===== config.mk =====
export PLATFORM = sky130hd
export DESIGN_NAME = vt4_merge
export DESIGN_NICKNAME = d
export VERILOG_FILES = /design/src/hdl/assert_macros.svh /design/src/hdl/vt4_pkg.sv /design/src/hdl/vt4_merge.sv
export SDC_FILE = /design/constraint.sdc
export NUM_CORES = 1
export LEC_CHECK = 0
export ABC_AREA = 0
export BUFFER_PORTS_ARGS = -buffer_cell sky130_fd_sc_hd__buf_2
export CAP_MARGIN = 20
export CORE_MARGIN = 5
export CORE_UTILIZATION = 35
export DETAILED_ROUTE_END_ITERATION = 8
export GPL_ROUTABILITY_DRIVEN = 0
export GPL_TIMING_DRIVEN = 0
export SYNTH_ARGS = -nofsm -noshare
export SYNTH_HDL_FRONTEND = slang
export SYNTH_SLANG_ARGS = --single-unit

===== constraint.sdc =====
create_clock -name clock -period 38.5 [get_ports clock]
set_input_delay 11.55 -clock clock [delete_from_list [all_inputs] [get_ports clock]]
set_output_delay 11.55 -clock clock [all_outputs]
set_load 0.005 [all_outputs]

===== src/hdl/assert_macros.svh =====
// -----------------------------------------------------------------------------
// assert_macros.svh
// concurrent assertion helpers, empty when synthesizing
// -----------------------------------------------------------------------------
`ifndef ASSERT_MACROS_SVH
`define ASSERT_MACROS_SVH

`ifndef SYNTHESIS
// same-cycle implication
`define ASSERT_IMPLIES(name, clk, rst, ante, cons) \
   name: assert property (@(posedge clk) disable iff (rst) (ante) |-> (cons)) \
      else $error("assertion failed: implication");
// next-cycle implication
`define ASSERT_NEXT(name, clk, rst, ante, cons) \
   name: assert property (@(posedge clk) disable iff (rst) (ante) |=> (cons)) \
      else $error("assertion failed: next-cycle implication");
`else
`define ASSERT_IMPLIES(name, clk, rst, ante, cons)
`define ASSERT_NEXT(name, clk, rst, ante, cons)
`endif

`endif


===== src/hdl/vt4_pkg.sv =====
// -----------------------------------------------------------------------------
// vt4_pkg
// shared types and constants of the 4x4 vertex transform
// -----------------------------------------------------------------------------
package vt4_pkg;

   localparam int DIM       = 4;
   localparam int ELEMS     = DIM * DIM;
   localparam int IDX_W     = 4;
   localparam int WORD_W    = 32;
   localparam int PROD_W    = 2 * WORD_W;
   localparam int SUM_W     = PROD_W + 2;
   localparam int FRAC_BITS = 16;
   localparam int SHIFT_W   = SUM_W - FRAC_BITS;

   localparam logic signed [WORD_W-1:0] ONE_Q16 = 32'sh0001_0000;
   localparam logic signed [WORD_W-1:0] WORD_MAX = 32'sh7FFF_FFFF;
   localparam logic signed [WORD_W-1:0] WORD_MIN = 32'sh8000_0000;

   // request modes
   localparam logic MODE_LOAD  = 1'b0;
   localparam logic MODE_XFORM = 1'b1;

   typedef logic signed [WORD_W-1:0] word_type;
   typedef word_type [DIM-1:0] vec4_type;

   typedef struct packed {
      logic             mode;
      logic [IDX_W-1:0] elem_index;
      word_type         elem_value;
      word_type         vec_x;
      word_type         vec_y;
      word_type         vec_z;
      word_type         vec_w;
   } req_type;

   typedef struct packed {
      word_type out_x;
      word_type out_y;
      word_type out_z;
      word_type out_w;
      logic     saturated;
   } rsp_type;

   // what one lane hands to the merge stage
   typedef struct packed {
      word_type value;
      logic     clip;
   } lane_res_type;

   typedef lane_res_type [DIM-1:0] lane_res_vec_type;

endpackage


===== src/hdl/vt4_merge.sv =====
// -----------------------------------------------------------------------------
// vt4_merge
// gathers the four lane results into one response, with output skid buffer
// -----------------------------------------------------------------------------
module vt4_merge (
   input  logic                      clock,
   input  logic                      reset,
   input  logic                      push,
   input  vt4_pkg::lane_res_vec_type lanes,
   output logic                      skid_full,
   output logic                      rsp_valid,
   input  logic                      rsp_stall,
   output vt4_pkg::rsp_type          rsp_payload
);
   import vt4_pkg::*;

   rsp_type merged;
   rsp_type head_ff;
   rsp_type skid_ff;
   logic    head_valid_ff;
   logic    skid_valid_ff;
   logic    take;

   always_comb begin
      merged.out_x     = lanes[0].value;
      merged.out_y     = lanes[1].value;
      merged.out_z     = lanes[2].value;
      merged.out_w     = lanes[3].value;
      merged.saturated = lanes[0].clip | lanes[1].clip | lanes[2].clip | lanes[3].clip;
   end

   assign take = head_valid_ff & ~rsp_stall;

   // push only arrives while the skid entry is empty
   always_ff @(posedge clock) begin
      if (reset) begin
         head_valid_ff <= 1'b0;
         skid_valid_ff <= 1'b0;
      end else if (take) begin
         if (skid_valid_ff) begin
            head_ff       <= skid_ff;
            skid_valid_ff <= 1'b0;
         end else begin
            head_valid_ff <= push;
            head_ff       <= merged;
         end
      end else if (!head_valid_ff) begin
         head_valid_ff <= push;
         head_ff       <= merged;
      end else if (push) begin
         skid_ff       <= merged;
         skid_valid_ff <= 1'b1;
      end
   end

   assign skid_full   = skid_valid_ff;
   assign rsp_valid   = head_valid_ff;
   assign rsp_payload = head_ff;

endmodule


==> qor.yml <==
setup_viol: 0
fin_nets: 861
synth_area_um2: 9470
timing.final.crit_period_ns: 13.19
hold_depth: 1
hold_path_class: "reg -> reg"
hpwl_mm: 14.5
switchingPower_w: 0.000122
seqPwrFrac_pct: 52.3
core_area_um2: 26800
placementRows: 60
cpLargestDelayFamily: "buffers and inverters"
grt_pass1_vias: 5552
avgSynthCellArea_um2: 22.9
grt-ovfl-total: 0
ctsResizeCount: 0
vdd_drop_max_mv: 0.0266
viasPerCell: 4.57
cts_sinks: 260
chipHeight_um: 174
rsz0062_at_grt: "false"
cts_buffers: 28
critical_path.cell_chain: "buf_2 > nand2_1 > nor3_2 > buf_8 > buf_6 > buf_4 > buf_6"
critPathKind: "in -> reg"
wl_per_cell_um: 18.4
drtIter0Drc: 241
cp.arrival_ns: 13.42
dr_total_vias: 4974
slew-limit-headroom_pct: 34.0
critPathLaunchType: "input pin"
clock_latency_ns: 0.52
fin_crit_sh_pct: 34.3
h-tree-depth: 1
wl_mm: 20.1
synthCells: 414
cp_slowest_cell: "nor3_2"
min-delay-start: "skid_ff[124]$_DFFE_PP_"
num_io_pins: 267
worstPathMaxFanout: 12
port-buffer-count: 266
power_density_nw_per_um2: 50.5
clock.fmax_mhz: 75.8
switching_share_pct: 19.5
r2r-start: "rsp_valid$_SDFFE_PP0P_"
cellLeakagePower_nw: 4.71
clkPwrFrac_pct: 42.2
ys_types: 14
area_growth_pct: 30.7
yosys_warnings: 0
status: "complete, no violations"
critical_path_required_ns: 38.73
post_cts_buffers: 0
crit_path_max_incr_delay_ns: 0.76
die_w_um: 174
initial_utilization_pct: 35.3
crit_buf_inv: 5
cts.path.max_buffers: 3
root_buffer: "clkbuf_16"
grt_max_degree: 31
antenna_found_initial: 0
drc: 0
design.die.area_um2: 30400
path_common_cell: "buf_6"
ys_ff_latch: 260
p_total_w: 0.000625
final_cell_mix: "buf_2 (267), edfxtp_1 (258), mux2_2 (129), clkbuf_16 (29), buf_6 (19)"
tightest_slew_ns: 0.985
dr.pass1.iters: 4
grt_pass1_wl_mm: 31.1
timing.setup.tns_ns: 0
pwr-share-comb_pct: 5.6
grt_usage_pct: 12.7
rr_endpoint: "skid_ff[77]$_DFFE_PP_"
synth.net_count: 550
cts_tree: "yes"
hold_violations: 0
drive_above_1_share_pct: 62.2
clk_pin_slew_ns: 0.06
reg2reg_depth: 6
maxSlewViolCount: 0
cts_hold_buf: 0
clock_skew_ns: 0.00923
internal_power_w: 0.000503
seq_area_frac_synth_pct: 82.3
worstSetupEndpointType: "flop"
ant_nets: 0
layout.cells.most_common: "buf_2"
r2r_slack_ns: 35.96
hold_path_end: "rsp_payload[124]$_DFFE_PP_"
drv_cap: 0
## sequential cells by signal, summed over array words and instances, names as in the netlist
name	count
skid_ff	129
rsp_valid	1
skid_full	1
rsp_payload	129
## power by group through the flow
| stage | sequential (W) | combinational, W | clock, W |
|---|---|---|---|
| 6_report | 0.000327 | 0.0000347 | 0.000263 |
| 5_1_grt | 0.000327 | 0.0000381 | 0.000287 |
| 4_1_cts | 0.000327 | 0.0000356 | 0.000273 |
| 3_5_place_dp | 0.000333 | 0.0000354 | 0 |
| 3_3_place_gp | 0.000336 | 0.0000318 | 0 |
| 2_1_floorplan | 0.000336 | 0.0000112 | 0 |
## kinds of logic after synthesis
group / count (synthesis) / share of synthesized area (%)
DFF: 260 / 82.3
and+or+nand+nor: 6 / 0.502
buffers and inverters: 15 / 1.67
muxes: 129 / 15.3
AOI/OAI and AO/OA: 4 / 0.211
## area by class of cell
| class | count | area, µm² |
|---|---|---|
| inverters | 1 | 3.75 |
| plain buffers | 14 | 154 |
| clock inverters | 5 | 78.8 |
| repair buffers | 281 | 1540 |
| well taps | 341 | 427 |
| diodes | 2 | 5.00 |
| fillers | 2320 | 14400 |
| multi-input cells | 139 | 1540 |
| clock buffers | 46 | 840 |
| flip-flops and latches | 260 | 7790 |
## layer usage
layer | GRT usage (%) | share of wire, % | vias up
li1 | - | - | 2290
met1 | 15.1 | 39 | 2450
met2 | 21.3 | 50 | 201
met3 | 4.92 | 9.5 | 33
met4 | 3.79 | 2.2 | 0
met5 | 0 | 0 | -
## metrics by stage
step	cell area, µm²	util [%]	setup slack (ns)	hold slack [ns]	cells
floorplan	9470	-	17.40	0.525	414
CTS	12400	46.2	25.26	0.539	1087
finish	12400	46.2	25.31	0.537	1089
global route	12400	46.2	25.18	0.560	1087
detailed placement	11500	42.7	24.68	0.533	1036
global placement	11200	41.9	13.10	0.531	1021
## how the worst max path moves through the flow
stage                                        to  startpoint  cells after the start
after floorplan            skid_ff[0]$_DFFE_PP_       reset                      1
after global placement    skid_ff[49]$_DFFE_PP_   rsp_stall                      3
after detailed placement  skid_ff[70]$_DFFE_PP_   rsp_stall                      7
after CTS                 skid_ff[69]$_DFFE_PP_   rsp_stall                      7
after global routing      skid_ff[69]$_DFFE_PP_   rsp_stall                      7
final                     skid_ff[77]$_DFFE_PP_   rsp_stall                      7
## synthesized netlist by cell type, drive strengths merged
| library cell | count | area, µm² |
|---|---|---|
| nand3b | 1 | 20.0 |
| o21ai | 1 | 5.00 |
| nor2b | 1 | 6.26 |
| or4 | 1 | 7.51 |
| a21oi | 3 | 15.0 |
| clkbuf | 1 | 13.8 |
| mux2 | 129 | 1450 |
| nand2 | 1 | 3.75 |
| edfxtp | 258 | 7750 |
| dfxtp | 2 | 40.0 |
| buf | 13 | 140 |
| nor3 | 2 | 10.0 |
| inv | 1 | 3.75 |
Power figures use the tool's default switching activity.
